==> config.mk <==
export PLATFORM = sky130hd
export DESIGN_NAME = scalar_kalman_filter_flat
export DESIGN_NICKNAME = d
export VERILOG_FILES = /design/src/rtl/skf_pkg.sv /design/src/rtl/skf_meas_if.sv /design/src/rtl/skf_est_if.sv /design/src/rtl/skf_mul.sv /design/src/rtl/skf_div.sv /design/src/rtl/scalar_kalman_filter.sv /design/src/flat_wrapper.sv
export SDC_FILE = /design/constraint.sdc
export NUM_CORES = 2
export LEC_CHECK = 0
export BUFFER_PORTS_ARGS = -buffer_cell sky130_fd_sc_hd__buf_2
export CORE_UTILIZATION = 35
export CTS_BUF_LIST = sky130_fd_sc_hd__clkbuf_16
export DETAILED_ROUTE_END_ITERATION = 6
export GPL_TIMING_DRIVEN = 0
export PLACE_DENSITY = 0.58
export SLEW_MARGIN = 20
export SYNTH_ARGS = -nofsm -noshare
export SYNTH_HDL_FRONTEND = slang
export SYNTH_HIERARCHICAL = 1
export SYNTH_SLANG_ARGS = --single-unit
==> constraint.sdc <==
create_clock -name i_clk -period 9.85 [get_ports i_clk]
set_clock_uncertainty 0.05 [all_clocks]
set_input_delay 0.985 -clock i_clk [delete_from_list [all_inputs] [get_ports i_clk]]
set_output_delay 0.985 -clock i_clk [all_outputs]
set_load 0.02 [all_outputs]
==> src/rtl/skf_pkg.sv <==
package skf_pkg;

    // sequencer states
    typedef enum logic [3:0] {
        S_IDLE,
        S_MUL_V,
        S_PRED,
        S_DEN,
        S_MUL_A,
        S_MUL_B,
        S_FIX,
        S_DIV_X,
        S_MUL_PR,
        S_DIV_P,
        S_DONE
    } t_state;

    // status of an iterative arithmetic unit
    typedef struct packed {
        logic busy;
        logic done;
    } t_unit_sts;

    // configuration register indexes
    localparam int CFG_IDX_W = 3;
    localparam logic [CFG_IDX_W-1:0] CFG_MEAS_VAR  = 3'd0;
    localparam logic [CFG_IDX_W-1:0] CFG_MODEL_VAR = 3'd1;
    localparam logic [CFG_IDX_W-1:0] CFG_VELOCITY  = 3'd2;
    localparam logic [CFG_IDX_W-1:0] CFG_TIME_STEP = 3'd3;
    localparam logic [CFG_IDX_W-1:0] CFG_INIT_EST  = 3'd4;
    localparam logic [CFG_IDX_W-1:0] CFG_INIT_VAR  = 3'd5;

    // reset values in whole units (velocity and time step are one half)
    localparam int RST_MEAS_VAR_UNITS  = 100;
    localparam int RST_MODEL_VAR_UNITS = 3;
    localparam int RST_INIT_EST_UNITS  = 1;
    localparam int RST_INIT_VAR_UNITS  = 3;

    // multiplier digit width, bits of the second operand per cycle
    localparam int MUL_DIGIT = 16;

endpackage

==> src/rtl/skf_meas_if.sv <==
interface skf_meas_if #(
    parameter int DATA_WIDTH = 32
);
    logic                         valid;
    logic                         ready;
    logic signed [DATA_WIDTH-1:0] measurement;

    modport source (output valid, output measurement, input ready);
    modport sink (input valid, input measurement, output ready);
endinterface

==> src/rtl/skf_est_if.sv <==
interface skf_est_if #(
    parameter int DATA_WIDTH = 32
);
    logic                         valid;
    logic                         ready;
    logic signed [DATA_WIDTH-1:0] estimate;
    logic        [DATA_WIDTH-1:0] estimate_variance;

    modport source (output valid, output estimate, output estimate_variance, input ready);
    modport sink (input valid, input estimate, input estimate_variance, output ready);
endinterface

==> src/rtl/skf_mul.sv <==
module skf_mul import skf_pkg::*; #(
    parameter int DATA_WIDTH = 32
) (
    input  logic                      i_clk,
    input  logic                      i_rst_n,
    input  logic                      i_start,
    input  logic [DATA_WIDTH-1:0]     i_a,
    input  logic [DATA_WIDTH-1:0]     i_b,
    output t_unit_sts                 o_sts,
    output logic [2*DATA_WIDTH-1:0]   o_prod
);
    localparam int W  = DATA_WIDTH;
    localparam int ND = (W + MUL_DIGIT - 1) / MUL_DIGIT;
    localparam int LW = MUL_DIGIT * ND;
    localparam int PW = W + LW;
    localparam int CW = $clog2(ND + 1);

    logic [W-1:0]           r_a;
    logic [PW-1:0]          r_p;
    logic [CW-1:0]          r_cnt;
    logic                   r_done;
    logic [W+MUL_DIGIT-1:0] w_pp;
    logic [W+MUL_DIGIT-1:0] w_sum;
    logic [PW-1:0]          n_p;

    // one digit of b per cycle, partial sum shifts right out of the low half
    always_comb begin
        w_pp  = (W+MUL_DIGIT)'(r_a) * (W+MUL_DIGIT)'(r_p[MUL_DIGIT-1:0]);
        w_sum = (W+MUL_DIGIT)'(r_p[PW-1 -: W]) + w_pp;
        n_p   = (PW'(w_sum) << (LW - MUL_DIGIT)) | PW'(r_p[LW-1:0] >> MUL_DIGIT);
    end

    always_ff @(posedge i_clk) begin
        if (!i_rst_n) begin
            r_cnt  <= '0;
            r_done <= 1'b0;
        end else begin
            r_done <= (r_cnt == CW'(1));
            if (i_start) begin
                r_cnt <= CW'(ND);
            end else if (r_cnt != '0) begin
                r_cnt <= r_cnt - 1'b1;
            end
        end
    end

    always_ff @(posedge i_clk) begin
        if (i_start) begin
            r_a <= i_a;
            r_p <= PW'(i_b);
        end else if (r_cnt != '0) begin
            r_p <= n_p;
        end
    end

    assign o_sts.busy = (r_cnt != '0);
    assign o_sts.done = r_done;
    assign o_prod     = r_p[2*W-1:0];

endmodule

==> src/rtl/skf_div.sv <==
module skf_div import skf_pkg::*; #(
    parameter int DATA_WIDTH = 32
) (
    input  logic                      i_clk,
    input  logic                      i_rst_n,
    input  logic                      i_start,
    input  logic [2*DATA_WIDTH+1:0]   i_num,
    input  logic [DATA_WIDTH:0]       i_den,
    output t_unit_sts                 o_sts,
    output logic [DATA_WIDTH-1:0]     o_quot
);
    localparam int W  = DATA_WIDTH;
    localparam int CW = $clog2(W + 1);

    logic [W:0]    r_rem;
    logic [W-1:0]  r_q;
    logic [W:0]    r_den;
    logic [CW-1:0] r_cnt;
    logic          r_done;
    logic [W+1:0]  w_trial;
    logic [W+1:0]  w_diff;
    logic          w_ge;

    // restoring division, one quotient bit per cycle; quotient known to fit W bits
    always_comb begin
        w_trial = {r_rem, r_q[W-1]};
        w_diff  = w_trial - {1'b0, r_den};
        w_ge    = (w_trial >= {1'b0, r_den});
    end

    always_ff @(posedge i_clk) begin
        if (!i_rst_n) begin
            r_cnt  <= '0;
            r_done <= 1'b0;
        end else begin
            r_done <= (r_cnt == CW'(1));
            if (i_start) begin
                r_cnt <= CW'(W);
            end else if (r_cnt != '0) begin
                r_cnt <= r_cnt - 1'b1;
            end
        end
    end

    always_ff @(posedge i_clk) begin
        if (i_start) begin
            r_rem <= i_num[2*W:W];
            r_q   <= i_num[W-1:0];
            r_den <= i_den;
        end else if (r_cnt != '0) begin
            r_rem <= w_ge ? w_diff[W:0] : w_trial[W:0];
            r_q   <= {r_q[W-2:0], w_ge};
        end
    end

    assign o_sts.busy = (r_cnt != '0);
    assign o_sts.done = r_done;
    assign o_quot     = r_q;

endmodule

==> src/rtl/scalar_kalman_filter.sv <==
// channel   dir  payload                          beat taken when
// i_meas    in   measurement (signed)             i_meas.valid & i_meas.ready
// o_est     out  estimate, estimate_variance      o_est.valid & o_est.ready
// cfg       in   i_cfg_index, i_cfg_data          i_cfg_we
//
// one sample at a time: from the accepted beat to the loaded result, most of the
// time is the bit-serial divider run twice; the first sample skips predict
// i_meas.ready is high only while the sequencer idles; a result waiting in the
// output register does not block the next sample, only the final load
// synchronous active-low reset restores the registers and forgets the estimate
module scalar_kalman_filter import skf_pkg::*; #(
    parameter int DATA_WIDTH = 32,
    parameter int FRAC_BITS  = 16
) (
    input  logic                  i_clk,
    input  logic                  i_rst_n,
    input  logic                  i_cfg_we,
    input  logic [CFG_IDX_W-1:0]  i_cfg_index,
    input  logic [DATA_WIDTH-1:0] i_cfg_data,
    skf_meas_if.sink              i_meas,
    skf_est_if.source             o_est
);
    localparam int W = DATA_WIDTH;
    localparam int F = FRAC_BITS;

    localparam logic [W-1:0] RST_MEAS_VAR  = W'(64'(RST_MEAS_VAR_UNITS) << F);
    localparam logic [W-1:0] RST_MODEL_VAR = W'(64'(RST_MODEL_VAR_UNITS) << F);
    localparam logic [W-1:0] RST_HALF      = W'(64'd1 << (F - 1));
    localparam logic [W-1:0] RST_INIT_EST  = W'(64'(RST_INIT_EST_UNITS) << F);
    localparam logic [W-1:0] RST_INIT_VAR  = W'(64'(RST_INIT_VAR_UNITS) << F);
    // rounding constant for the velocity times time step product
    localparam logic [2*W-1:0] PRED_RND    = (2*W)'(1) << (F - 1);
    localparam logic [W:0]     DELTA_CAP   = (W+1)'(1) << W;

    // configuration
    logic [W-1:0] r_meas_var;
    logic [W-1:0] r_model_var;
    logic [W-1:0] r_velocity;
    logic [W-1:0] r_time_step;
    logic [W-1:0] r_init_est;
    logic [W-1:0] r_init_var;

    // filter state and working registers
    t_state       r_state;
    t_state       n_state;
    logic         r_wait;
    logic         r_started;
    logic [W-1:0] r_x;        // estimate, two's complement
    logic [W-1:0] r_p;        // variance
    logic [W-1:0] r_z;        // current measurement
    logic [W:0]   r_d;        // p + r
    logic [2*W-1:0] r_a;      // first product, or rounded predict step
    logic [2*W:0] r_n;        // numerator before rounding
    logic         r_neg;      // sign of the new estimate

    // output register
    logic         r_out_valid;
    logic [W-1:0] r_out_est;
    logic [W-1:0] r_out_var;

    // control
    logic in_acc;
    logic is_mul;
    logic is_div;
    logic mul_start;
    logic div_start;
    logic step_done;
    logic out_load;
    logic same_sign;

    // datapath
    logic [W-1:0]     v_mag;
    logic [W-1:0]     z_mag;
    logic [W-1:0]     x_mag;
    logic [W-1:0]     mul_a;
    logic [W-1:0]     mul_b;
    logic [2*W-1:0]   mul_prod;
    t_unit_sts        mul_sts;
    logic [2*W+1:0]   div_num;
    logic [W-1:0]     div_quot;
    t_unit_sts        div_sts;
    logic             delta_big;
    logic [W:0]       delta;
    logic [W+1:0]     x_ext;
    logic [W+1:0]     pred_sum;
    logic [W-1:0]     pred_x;
    logic [W:0]       var_sum;
    logic [W:0]       den_sum;

    always_comb begin
        v_mag = r_velocity[W-1] ? ('0 - r_velocity) : r_velocity;
        z_mag = r_z[W-1] ? ('0 - r_z) : r_z;
        x_mag = r_x[W-1] ? ('0 - r_x) : r_x;
        same_sign = (r_z[W-1] == r_x[W-1]);
    end

    // operands of the shared multiplier follow the sequencer
    always_comb begin
        case (r_state)
            S_MUL_V: begin
                mul_a = v_mag;
                mul_b = r_time_step;
            end
            S_MUL_A: begin
                mul_a = r_p;
                mul_b = z_mag;
            end
            S_MUL_B: begin
                mul_a = r_meas_var;
                mul_b = x_mag;
            end
            default: begin
                mul_a = r_p;
                mul_b = r_meas_var;
            end
        endcase
    end

    // predict: clamp the step at 2^W, add or subtract, saturate to signed range; also P + Q and P + R
    always_comb begin
        delta_big = (|r_a[2*W-1:W+1]) || (r_a[W] && (|r_a[W-1:0]));
        delta     = delta_big ? DELTA_CAP : r_a[W:0];
        x_ext     = {r_x[W-1], r_x[W-1], r_x};
        pred_sum  = r_velocity[W-1] ? (x_ext - {1'b0, delta}) : (x_ext + {1'b0, delta});
        if (pred_sum[W+1] && (pred_sum[W:W-1] != 2'b11)) begin
            pred_x = {1'b1, {(W-1){1'b0}}};
        end else if (!pred_sum[W+1] && (pred_sum[W:W-1] != 2'b00)) begin
            pred_x = {1'b0, {(W-1){1'b1}}};
        end else begin
            pred_x = pred_sum[W-1:0];
        end
        var_sum = {1'b0, r_p} + {1'b0, r_model_var};
        den_sum = {1'b0, r_p} + {1'b0, r_meas_var};
        // round to nearest: add half the denominator before dividing
        div_num = {1'b0, r_n} + (2*W+2)'(r_d[W:1]);
    end

    skf_mul #(
        .DATA_WIDTH (W)
    ) u_mul (
        .i_clk   (i_clk),
        .i_rst_n (i_rst_n),
        .i_start (mul_start),
        .i_a     (mul_a),
        .i_b     (mul_b),
        .o_sts   (mul_sts),
        .o_prod  (mul_prod)
    );

    skf_div #(
        .DATA_WIDTH (W)
    ) u_div (
        .i_clk   (i_clk),
        .i_rst_n (i_rst_n),
        .i_start (div_start),
        .i_num   (div_num),
        .i_den   (r_d),
        .o_sts   (div_sts),
        .o_quot  (div_quot)
    );

    // sequencer outputs
    always_comb begin
        is_mul = (r_state == S_MUL_V) || (r_state == S_MUL_A) ||
                 (r_state == S_MUL_B) || (r_state == S_MUL_PR);
        is_div = (r_state == S_DIV_X) || (r_state == S_DIV_P);
        // a unit is launched in the first cycle of its state, then awaited
        mul_start = is_mul && !r_wait;
        div_start = is_div && !r_wait;
        step_done = r_wait && ((is_mul && mul_sts.done) || (is_div && div_sts.done));
        i_meas.ready = (r_state == S_IDLE);
        in_acc   = i_meas.valid && (r_state == S_IDLE);
        out_load = (r_state == S_DONE) && (!r_out_valid || o_est.ready);
    end

    // sequencer next state
    always_comb begin
        n_state = r_state;
        case (r_state)
            S_IDLE: begin
                if (in_acc) begin
                    n_state = r_started ? S_MUL_V : S_DEN;
                end
            end
            S_MUL_V: begin
                if (step_done) begin
                    n_state = S_PRED;
                end
            end
            S_PRED: begin
                n_state = S_DEN;
            end
            S_DEN: begin
                // zero denominator keeps the estimate, variance goes to zero
                n_state = (den_sum == '0) ? S_DONE : S_MUL_A;
            end
            S_MUL_A: begin
                if (step_done) begin
                    n_state = S_MUL_B;
                end
            end
            S_MUL_B: begin
                if (step_done) begin
                    n_state = S_FIX;
                end
            end
            S_FIX: begin
                n_state = S_DIV_X;
            end
            S_DIV_X: begin
                if (step_done) begin
                    n_state = S_MUL_PR;
                end
            end
            S_MUL_PR: begin
                if (step_done) begin
                    n_state = S_DIV_P;
                end
            end
            S_DIV_P: begin
                if (step_done) begin
                    n_state = S_DONE;
                end
            end
            S_DONE: begin
                if (out_load) begin
                    n_state = S_IDLE;
                end
            end
            default: begin
                n_state = S_IDLE;
            end
        endcase
    end

    // control registers and configuration
    always_ff @(posedge i_clk) begin
        if (!i_rst_n) begin
            r_state     <= S_IDLE;
            r_wait      <= 1'b0;
            r_started   <= 1'b0;
            r_out_valid <= 1'b0;
            r_meas_var  <= RST_MEAS_VAR;
            r_model_var <= RST_MODEL_VAR;
            r_velocity  <= RST_HALF;
            r_time_step <= RST_HALF;
            r_init_est  <= RST_INIT_EST;
            r_init_var  <= RST_INIT_VAR;
        end else begin
            r_state <= n_state;
            if (mul_start || div_start) begin
                r_wait <= 1'b1;
            end else if (step_done) begin
                r_wait <= 1'b0;
            end
            if (in_acc) begin
                r_started <= 1'b1;
            end
            if (out_load) begin
                r_out_valid <= 1'b1;
            end else if (o_est.ready) begin
                r_out_valid <= 1'b0;
            end
            if (i_cfg_we) begin
                case (i_cfg_index)
                    CFG_MEAS_VAR:  r_meas_var  <= i_cfg_data;
                    CFG_MODEL_VAR: r_model_var <= i_cfg_data;
                    CFG_VELOCITY:  r_velocity  <= i_cfg_data;
                    CFG_TIME_STEP: r_time_step <= i_cfg_data;
                    CFG_INIT_EST:  r_init_est  <= i_cfg_data;
                    CFG_INIT_VAR:  r_init_var  <= i_cfg_data;
                    default: begin
                    end
                endcase
            end
        end
    end

    // estimate and variance
    always_ff @(posedge i_clk) begin
        if (!i_rst_n) begin
            r_x <= '0;
            r_p <= '0;
        end else begin
            case (r_state)
                S_IDLE: begin
                    // first sample starts from the configured prior
                    if (in_acc && !r_started) begin
                        r_x <= r_init_est;
                        r_p <= r_init_var;
                    end
                end
                S_PRED: begin
                    r_x <= pred_x;
                    r_p <= var_sum[W] ? '1 : var_sum[W-1:0];
                end
                S_DEN: begin
                    if (den_sum == '0) begin
                        r_p <= '0;
                    end
                end
                S_DIV_X: begin
                    if (step_done) begin
                        r_x <= r_neg ? ('0 - div_quot) : div_quot;
                    end
                end
                S_DIV_P: begin
                    if (step_done) begin
                        r_p <= div_quot;
                    end
                end
                default: begin
                end
            endcase
        end
    end

    // working registers
    always_ff @(posedge i_clk) begin
        case (r_state)
            S_IDLE: begin
                if (in_acc) begin
                    r_z <= i_meas.measurement;
                end
            end
            S_MUL_V: begin
                if (step_done) begin
                    r_a <= (mul_prod + PRED_RND) >> F;
                end
            end
            S_DEN: begin
                r_d <= den_sum;
            end
            S_MUL_A: begin
                if (step_done) begin
                    r_a <= mul_prod;
                end
            end
            S_MUL_B: begin
                // p*|z| and r*|x| add when the signs agree, else subtract
                if (step_done) begin
                    r_n <= same_sign ? ({1'b0, r_a} + {1'b0, mul_prod})
                                     : ({1'b0, r_a} - {1'b0, mul_prod});
                end
            end
            S_FIX: begin
                if (!same_sign && r_n[2*W]) begin
                    r_n   <= '0 - r_n;
                    r_neg <= r_x[W-1];
                end else begin
                    r_neg <= r_z[W-1];
                end
            end
            S_MUL_PR: begin
                if (step_done) begin
                    r_n <= {1'b0, mul_prod};
                end
            end
            default: begin
            end
        endcase
    end

    always_ff @(posedge i_clk) begin
        if (out_load) begin
            r_out_est <= r_x;
            r_out_var <= r_p;
        end
    end

    assign o_est.valid             = r_out_valid;
    assign o_est.estimate          = r_out_est;
    assign o_est.estimate_variance = r_out_var;

    // the multiplier is never relaunched while it still iterates
    a_mul_idle_at_start: assert property (@(posedge i_clk) disable iff (!i_rst_n)
        mul_start |-> !mul_sts.busy)
        else $error("multiplier launched while busy");

    // the divider is never relaunched while it still iterates
    a_div_idle_at_start: assert property (@(posedge i_clk) disable iff (!i_rst_n)
        div_start |-> !div_sts.busy)
        else $error("divider launched while busy");

    // a divider result only shows up while a division is awaited
    a_div_done_expected: assert property (@(posedge i_clk) disable iff (!i_rst_n)
        div_sts.done |-> (r_wait && ((r_state == S_DIV_X) || (r_state == S_DIV_P))))
        else $error("divider done outside a division state");

    // an accepted sample always starts the sequencer
    a_accept_leaves_idle: assert property (@(posedge i_clk) disable iff (!i_rst_n)
        in_acc |=> (r_state != S_IDLE))
        else $error("sample accepted but sequencer stayed idle");

    // the prior is consumed only by an accepted sample
    a_started_on_accept: assert property (@(posedge i_clk) disable iff (!i_rst_n)
        $rose(r_started) |-> $past(in_acc))
        else $error("started flag set without a sample");

endmodule

==> src/flat_wrapper.sv <==
// flat-port wrapper written by rule: the top's interface ports become plain ports
module scalar_kalman_filter_flat import skf_pkg::*;
#(
    parameter int DATA_WIDTH = 32,
    parameter int FRAC_BITS  = 16
)
  (i_clk, i_rst_n, i_cfg_we, i_cfg_index, i_cfg_data, i_meas_valid, i_meas_measurement, i_meas_ready, o_est_valid, o_est_estimate, o_est_estimate_variance, o_est_ready);
  skf_meas_if #(.DATA_WIDTH(DATA_WIDTH)) i_meas_i ();
  skf_est_if #(.DATA_WIDTH(DATA_WIDTH)) o_est_i ();
  input  logic i_clk;
  input  logic i_rst_n;
  input  logic i_cfg_we;
  input  logic [CFG_IDX_W-1:0] i_cfg_index;
  input  logic [DATA_WIDTH-1:0] i_cfg_data;
  input wire logic [$bits(i_meas_i.valid)-1:0] i_meas_valid;
  input wire logic [$bits(i_meas_i.measurement)-1:0] i_meas_measurement;
  output wire logic [$bits(i_meas_i.ready)-1:0] i_meas_ready;
  output wire logic [$bits(o_est_i.valid)-1:0] o_est_valid;
  output wire logic [$bits(o_est_i.estimate)-1:0] o_est_estimate;
  output wire logic [$bits(o_est_i.estimate_variance)-1:0] o_est_estimate_variance;
  input wire logic [$bits(o_est_i.ready)-1:0] o_est_ready;
  assign i_meas_i.valid = i_meas_valid;
  assign i_meas_i.measurement = i_meas_measurement;
  assign i_meas_ready = i_meas_i.ready;
  assign o_est_valid = o_est_i.valid;
  assign o_est_estimate = o_est_i.estimate;
  assign o_est_estimate_variance = o_est_i.estimate_variance;
  assign o_est_i.ready = o_est_ready;
  scalar_kalman_filter #(.DATA_WIDTH(DATA_WIDTH), .FRAC_BITS(FRAC_BITS)) u_core (.i_clk(i_clk), .i_rst_n(i_rst_n), .i_cfg_we(i_cfg_we), .i_cfg_index(i_cfg_index), .i_cfg_data(i_cfg_data), .i_meas(i_meas_i), .o_est(o_est_i));
endmodule
* Word-level counts from Yosys, hierarchy flattened
Cells that the tools add are included.
** Operators by class
- $add $sub $neg :: 17
- Multiply operators :: 1
- Magnitude comparators :: 1
- Equality and inequality tests :: 30
- Multiplexer cells :: 53
- Bitwise gates (word level) :: 2
- Reduce and logical (&&, ||, !) cells :: 55
** Operators by type and width (number)
- 32-bit two-way mux :: 16
- 65-bit two-way mux :: 4
- 65-bit case mux with 3 select lines :: 1
- 32-bit case mux with 3 select lines :: 2
- 33-bit two-way mux :: 4
- 64-bit two-way mux :: 2
- 32-bit case mux with 4 select lines :: 1
- 64-bit case mux with 2 select lines :: 1
- 1-bit by 32-bit subtractor with 32-bit output (first input constant) :: 4
- 32-bit by 32-bit adder with 33-bit output :: 2
- 64-bit by 64-bit adder with 65-bit output :: 1
- 65-bit by 32-bit adder with 65-bit output :: 1
- 1-bit by 65-bit subtractor with 65-bit output (first input constant) :: 1
- 64-bit by 64-bit subtractor with 65-bit output :: 1
- 64-bit by 16-bit adder with 64-bit output (second input constant) :: 1
- 64-bit by 16-bit OR with 64-bit output :: 1
- 32-bit case mux with 2 select lines :: 1
- 32-bit by 48-bit adder with 48-bit output :: 1
- 32-bit by 16-bit multiplier with 48-bit output :: 1
- 4-bit case mux with 11 select lines :: 1
- 4-bit two-way mux :: 9
- 34-bit by 33-bit adder with 34-bit output :: 1
- 34-bit by 33-bit greater-or-equal comparator with 1-bit output :: 1
- 34-bit two-way mux :: 1
- 37 further kinds :: 100
** Word-level totals
- Register bits :: 726
- Input bits :: 72
- Output and inout port bits :: 66

* Logic depth before layout (Yosys ltp)
- Depth in word-level cells :: 11
- Gate-level depth with buffers :: 29
- Depth with buffers taken out :: 25

* Cells and area by module
The synthesis kept the hierarchy.
** By module, submodules not included
- scalar_kalman_filter :: times used 1, cells an instance 4864, area an instance 39307.7 µm², seq. area each 13042.5 µm²
- skf_mul :: times used 1, cells an instance 2312, area an instance 20976.4 µm², seq. area each 2622.5 µm²
- skf_div :: times used 1, cells an instance 571, area an instance 6276.0 µm², seq. area each 3083.0 µm²

* Least setup slack after synthesis
Ideal clock, no wire load.
- Path type :: reg-to-reg
- From :: register u_core.r_a[2]
- To :: register u_core.r_x[1]
- Library setup time :: 0.095 ns
- Data arrival time :: 7.037 ns
- Required time :: 9.705 ns
- Path slack :: 2.668 ns
- Cell stages (with the launch flop) :: 29
- Buffers on the path :: 4
- Clock period less this slack :: 7.182 ns
- Cells stage by stage :: edfxtp_1 or4_1 or3_1 nor3_1 and3_1 clkbuf_1 nand2_1 a211oi_1 clkbuf_1 clkbuf_1 nand2_1 ha_1 nor2_1 nor2_1 a31oi_1 o31ai_1 ha_1 nand2_1 o21ai_0 or2_2 a221o_1 o2111ai_1 a21oi_1 o31ai_1 a31oi_1 o21ai_0 clkbuf_1 o221ai_1 a221oi_1
** Between the ends
- Word-level cells in the longest chain between the ends :: 11
** Ends and longest elaborated chain
- from (decl) :: RTL line scalar_kalman_filter.sv:52 : logic [2*W-1:0] r_a;
- from (signal assigned) :: RTL line scalar_kalman_filter.sv:328 : r_a <= (mul_prod + PRED_RND) >> F;
- from (signal assigned) :: RTL line scalar_kalman_filter.sv:336 : r_a <= mul_prod;
- 32-bit OR reduction :: RTL line scalar_kalman_filter.sv:121 : delta_big = (|r_a[2*W-1:W+1]) || (r_a[W] && (|r_a[W-1:0]));
- 1-bit logical AND :: RTL line scalar_kalman_filter.sv:121
- 1-bit logical OR :: RTL line scalar_kalman_filter.sv:121
- 33-bit two-way mux (*) :: RTL line scalar_kalman_filter.sv:122 : delta = delta_big ? DELTA_CAP : r_a[W:0];
- 34-bit by 33-bit adder with 34-bit output or 34-bit by 33-bit subtractor with 34-bit output (tied branches) :: RTL line scalar_kalman_filter.sv:124 : pred_sum = r_velocity[W-1] ? (x_ext - {1'b0, delta}) : (x_ext + {1'b0, delta});
- 34-bit two-way mux (*) :: RTL line scalar_kalman_filter.sv:124
- 2-bit nonzero test or 1-bit logical NOT (tied branches) :: RTL line scalar_kalman_filter.sv:127 : end else if (!pred_sum[W+1] && (pred_sum[W:W-1] != 2'b00)) begin
- 1-bit logical AND :: RTL line scalar_kalman_filter.sv:127
- 32-bit two-way mux :: RTL line scalar_kalman_filter.sv:127
- 32-bit two-way mux (*) :: RTL line scalar_kalman_filter.sv:125 : if (pred_sum[W+1] && (pred_sum[W:W-1] != 2'b11)) begin
- 32-bit case mux with 3 select lines (*) :: RTL line scalar_kalman_filter.sv:285 : case (r_state)
- to (signal assigned) :: RTL line scalar_kalman_filter.sv:289 : r_x <= r_init_est;
- to (signal assigned) :: RTL line scalar_kalman_filter.sv:294 : r_x <= pred_x;
- to (signal assigned) :: RTL line scalar_kalman_filter.sv:304 : r_x <= r_neg ? ('0 - div_quot) : div_quot;
- to (decl) :: RTL line scalar_kalman_filter.sv:48 : logic [W-1:0] r_x;
Every way passes the cells marked *; elsewhere a longest branch is shown, timed or not.
A chain may end at the register's enable or synchronous reset.

* Worst setup path after layout
- From :: register u_core.r_a[2]
- To :: register u_core.r_x[16]
Same word-level chain as after synthesis.

==> impl_metrics.env <==
export IMPL_outcome="completed"
export IMPL_wl_per_cell_um=27.4
export IMPL_cp_start_kind="register"
export IMPL_numCtsBuffers=85
export IMPL_hpwl_mm=231
export IMPL_cpMaxStageDelayCell="or4_1"
export IMPL_cp_required_ns=10.37
export IMPL_finalWirelength_mm=289
export IMPL_syn_inst=7745
export IMPL_io_buffers=137
export IMPL_root_buffer="clkbuf_16"
export IMPL_nets=8874
export IMPL_yosysWarningCount=6
export IMPL_die_x_um=438
export IMPL_grt_overflow=0
export IMPL_area_growth_pct=10.6
export IMPL_cts_sinks=726
export IMPL_hold_path_class="in -> reg"
export IMPL_crit_path_end_kind="register"
export IMPL_drv_cap=0
export IMPL_cts_tree="built"
export IMPL_clkLatencyLatePin_ns=0.74
export IMPL_antenna_found_initial=31
export IMPL_rsz0062_at_grt="false"
export IMPL_hold_viol_final=0
export IMPL_placed_area_um2=70700
export IMPL_cts_htree_levels=3
export IMPL_wl_met2_mm=127
export IMPL_gp_congestion=1.04
export IMPL_initial_core_util_pct=35.3
export IMPL_viasPerCell=5.88
export IMPL_fin_crit_ns=9.44
export IMPL_hold_buffers=0
export IMPL_cp_common_cell="clkbuf_1"
export IMPL_setup_tns_final_ns=0
export IMPL_crit_family="simple AND/OR/NAND/NOR gates"
export IMPL_setup_viol=0
export IMPL_grt_pass1_wl_mm=411
export IMPL_grt_max_degree=42
export IMPL_syn_num_nets=8632
export IMPL_worst_ep_arrival_time_ns=9.96
export IMPL_die_h_um=438
export IMPL_drv_slew=0
export IMPL_wl_met1_mm=117
export IMPL_grt_total_usage_pct=29.3
export IMPL_crit_buf_inv=4
export IMPL_grt_pass1_vias=58900
export IMPL_vias=62100
export IMPL_whs_ns=0.368
export IMPL_dr_pass1_iters=6
export IMPL_cts_clk_slew_worst_paths_ns=0.06
export IMPL_antenna_left=0
export IMPL_max_stage_delay_ns=0.58
export IMPL_dr_wl_met3_mm=27.2
export IMPL_finish_instance_area_um2=73600
export IMPL_num_io_pins=138
export IMPL_drt_iter0_drc=7635
export IMPL_rows=159
export IMPL_layout_drive_gt1_share_pct=6.09
export IMPL_highest_layer="met5"
export IMPL_worst_setup_path_type="reg -> reg"
export IMPL_final_util_pct=39.1
export IMPL_drcViolationCount=0
export IMPL_coreArea_um2=188000
export IMPL_synth_area_um2=66500
export IMPL_fmax_mhz=106
export IMPL_path_max_fanout=10
export IMPL_slew_headroom_pct=19.7
export IMPL_finalCritPeriodShare_pct=95.8
export IMPL_avgSynthCellArea_um2=8.59
export IMPL_cts_path_max_buffers=3
export IMPL_die_area_um2=192000
export IMPL_tightest_slew_ns=1.19
-- layout make-up --
| class | instances | area [um^2] |
|---|---|---|
| diodes | 18 | 45.0 |
| plain buffers | 479 | 1920 |
| clock buffers | 88 | 2200 |
| clock inverters | 68 | 586 |
| fillers | 19200 | 115000 |
| inverters | 698 | 2620 |
| multi-input cells | 5842 | 43400 |
| flip-flops and latches | 726 | 18700 |
| well taps | 2495 | 3120 |
| repair buffers | 155 | 978 |
-- final timing paths --
| path | from | end | slack [ns] | cells after the start |
|---|---|---|---|---|
| worst max-delay path | u_core/r_a[2] | u_core/r_x[16] | 0.41 | 28 |
| worst min-delay path | i_meas_measurement[4] | u_core/r_z[4] | 0.37 | 1 |
| worst min register to register | u_core/r_d[0] | u_core/u_div/r_den[0] | 0.38 | 0 |
| worst max register to register | u_core/r_a[2] | u_core/r_x[16] | 0.41 | 28 |
-- layer usage --
layer | GRT usage [%] | vias to the layer above
met1 | 38.9 | 30600
met2 | 45.3 | 3379
met3 | 5.14 | 725
met4 | 15.4 | 10
li1 | - | 27400
met5 | 0 | -
-- cell usage in the layout (no fill, tap or decap), drive strengths merged, types with 59 or more instances in the layout --
cell    count
nand2    1134
inv       722
a21oi     596
clkbuf    511
fa        456
o21ai     429
edfxtp    421
nor2      371
ha        359
dfxtp     305
xnor2     286
xor2      256
and2      256
buf       211
nand3     138
nor3      135
a21o      134
o31ai      77
mux2       75
nand4      65
a22oi      64
a31oi      62
nor4       61
and3       59
-- per-stage QoR --
stage | std cells | worst slack [ns]
floorplan | 7745 | 2.67
CTS | 10600 | 0.270
finish | 10600 | 0.410
global route | 10600 | 0.000184
global placement | 10400 | -0.983
detailed placement | 10400 | 0.0550
-- registers in the layout (all words and copies together) (netlist names), 33 cells and up --
register and cells:
u_core/r_a 64, u_core/r_n 65, u_core/u_div/r_rem 33, u_core/u_div/r_den 33, u_core/r_d 33, u_core/u_mul/o_prod 64
-- what timing repair did --
| action | CTS | global route |
|---|---|---|
| setup endpoints to repair | 1 | 31 |
| resized for setup | 1 | 6 |
| setup buffers | 0 | 0 |
Power is left out: the tool's default activity adds up to more than one toggle a clock period on the data nets, which glitch-free logic cannot reach.
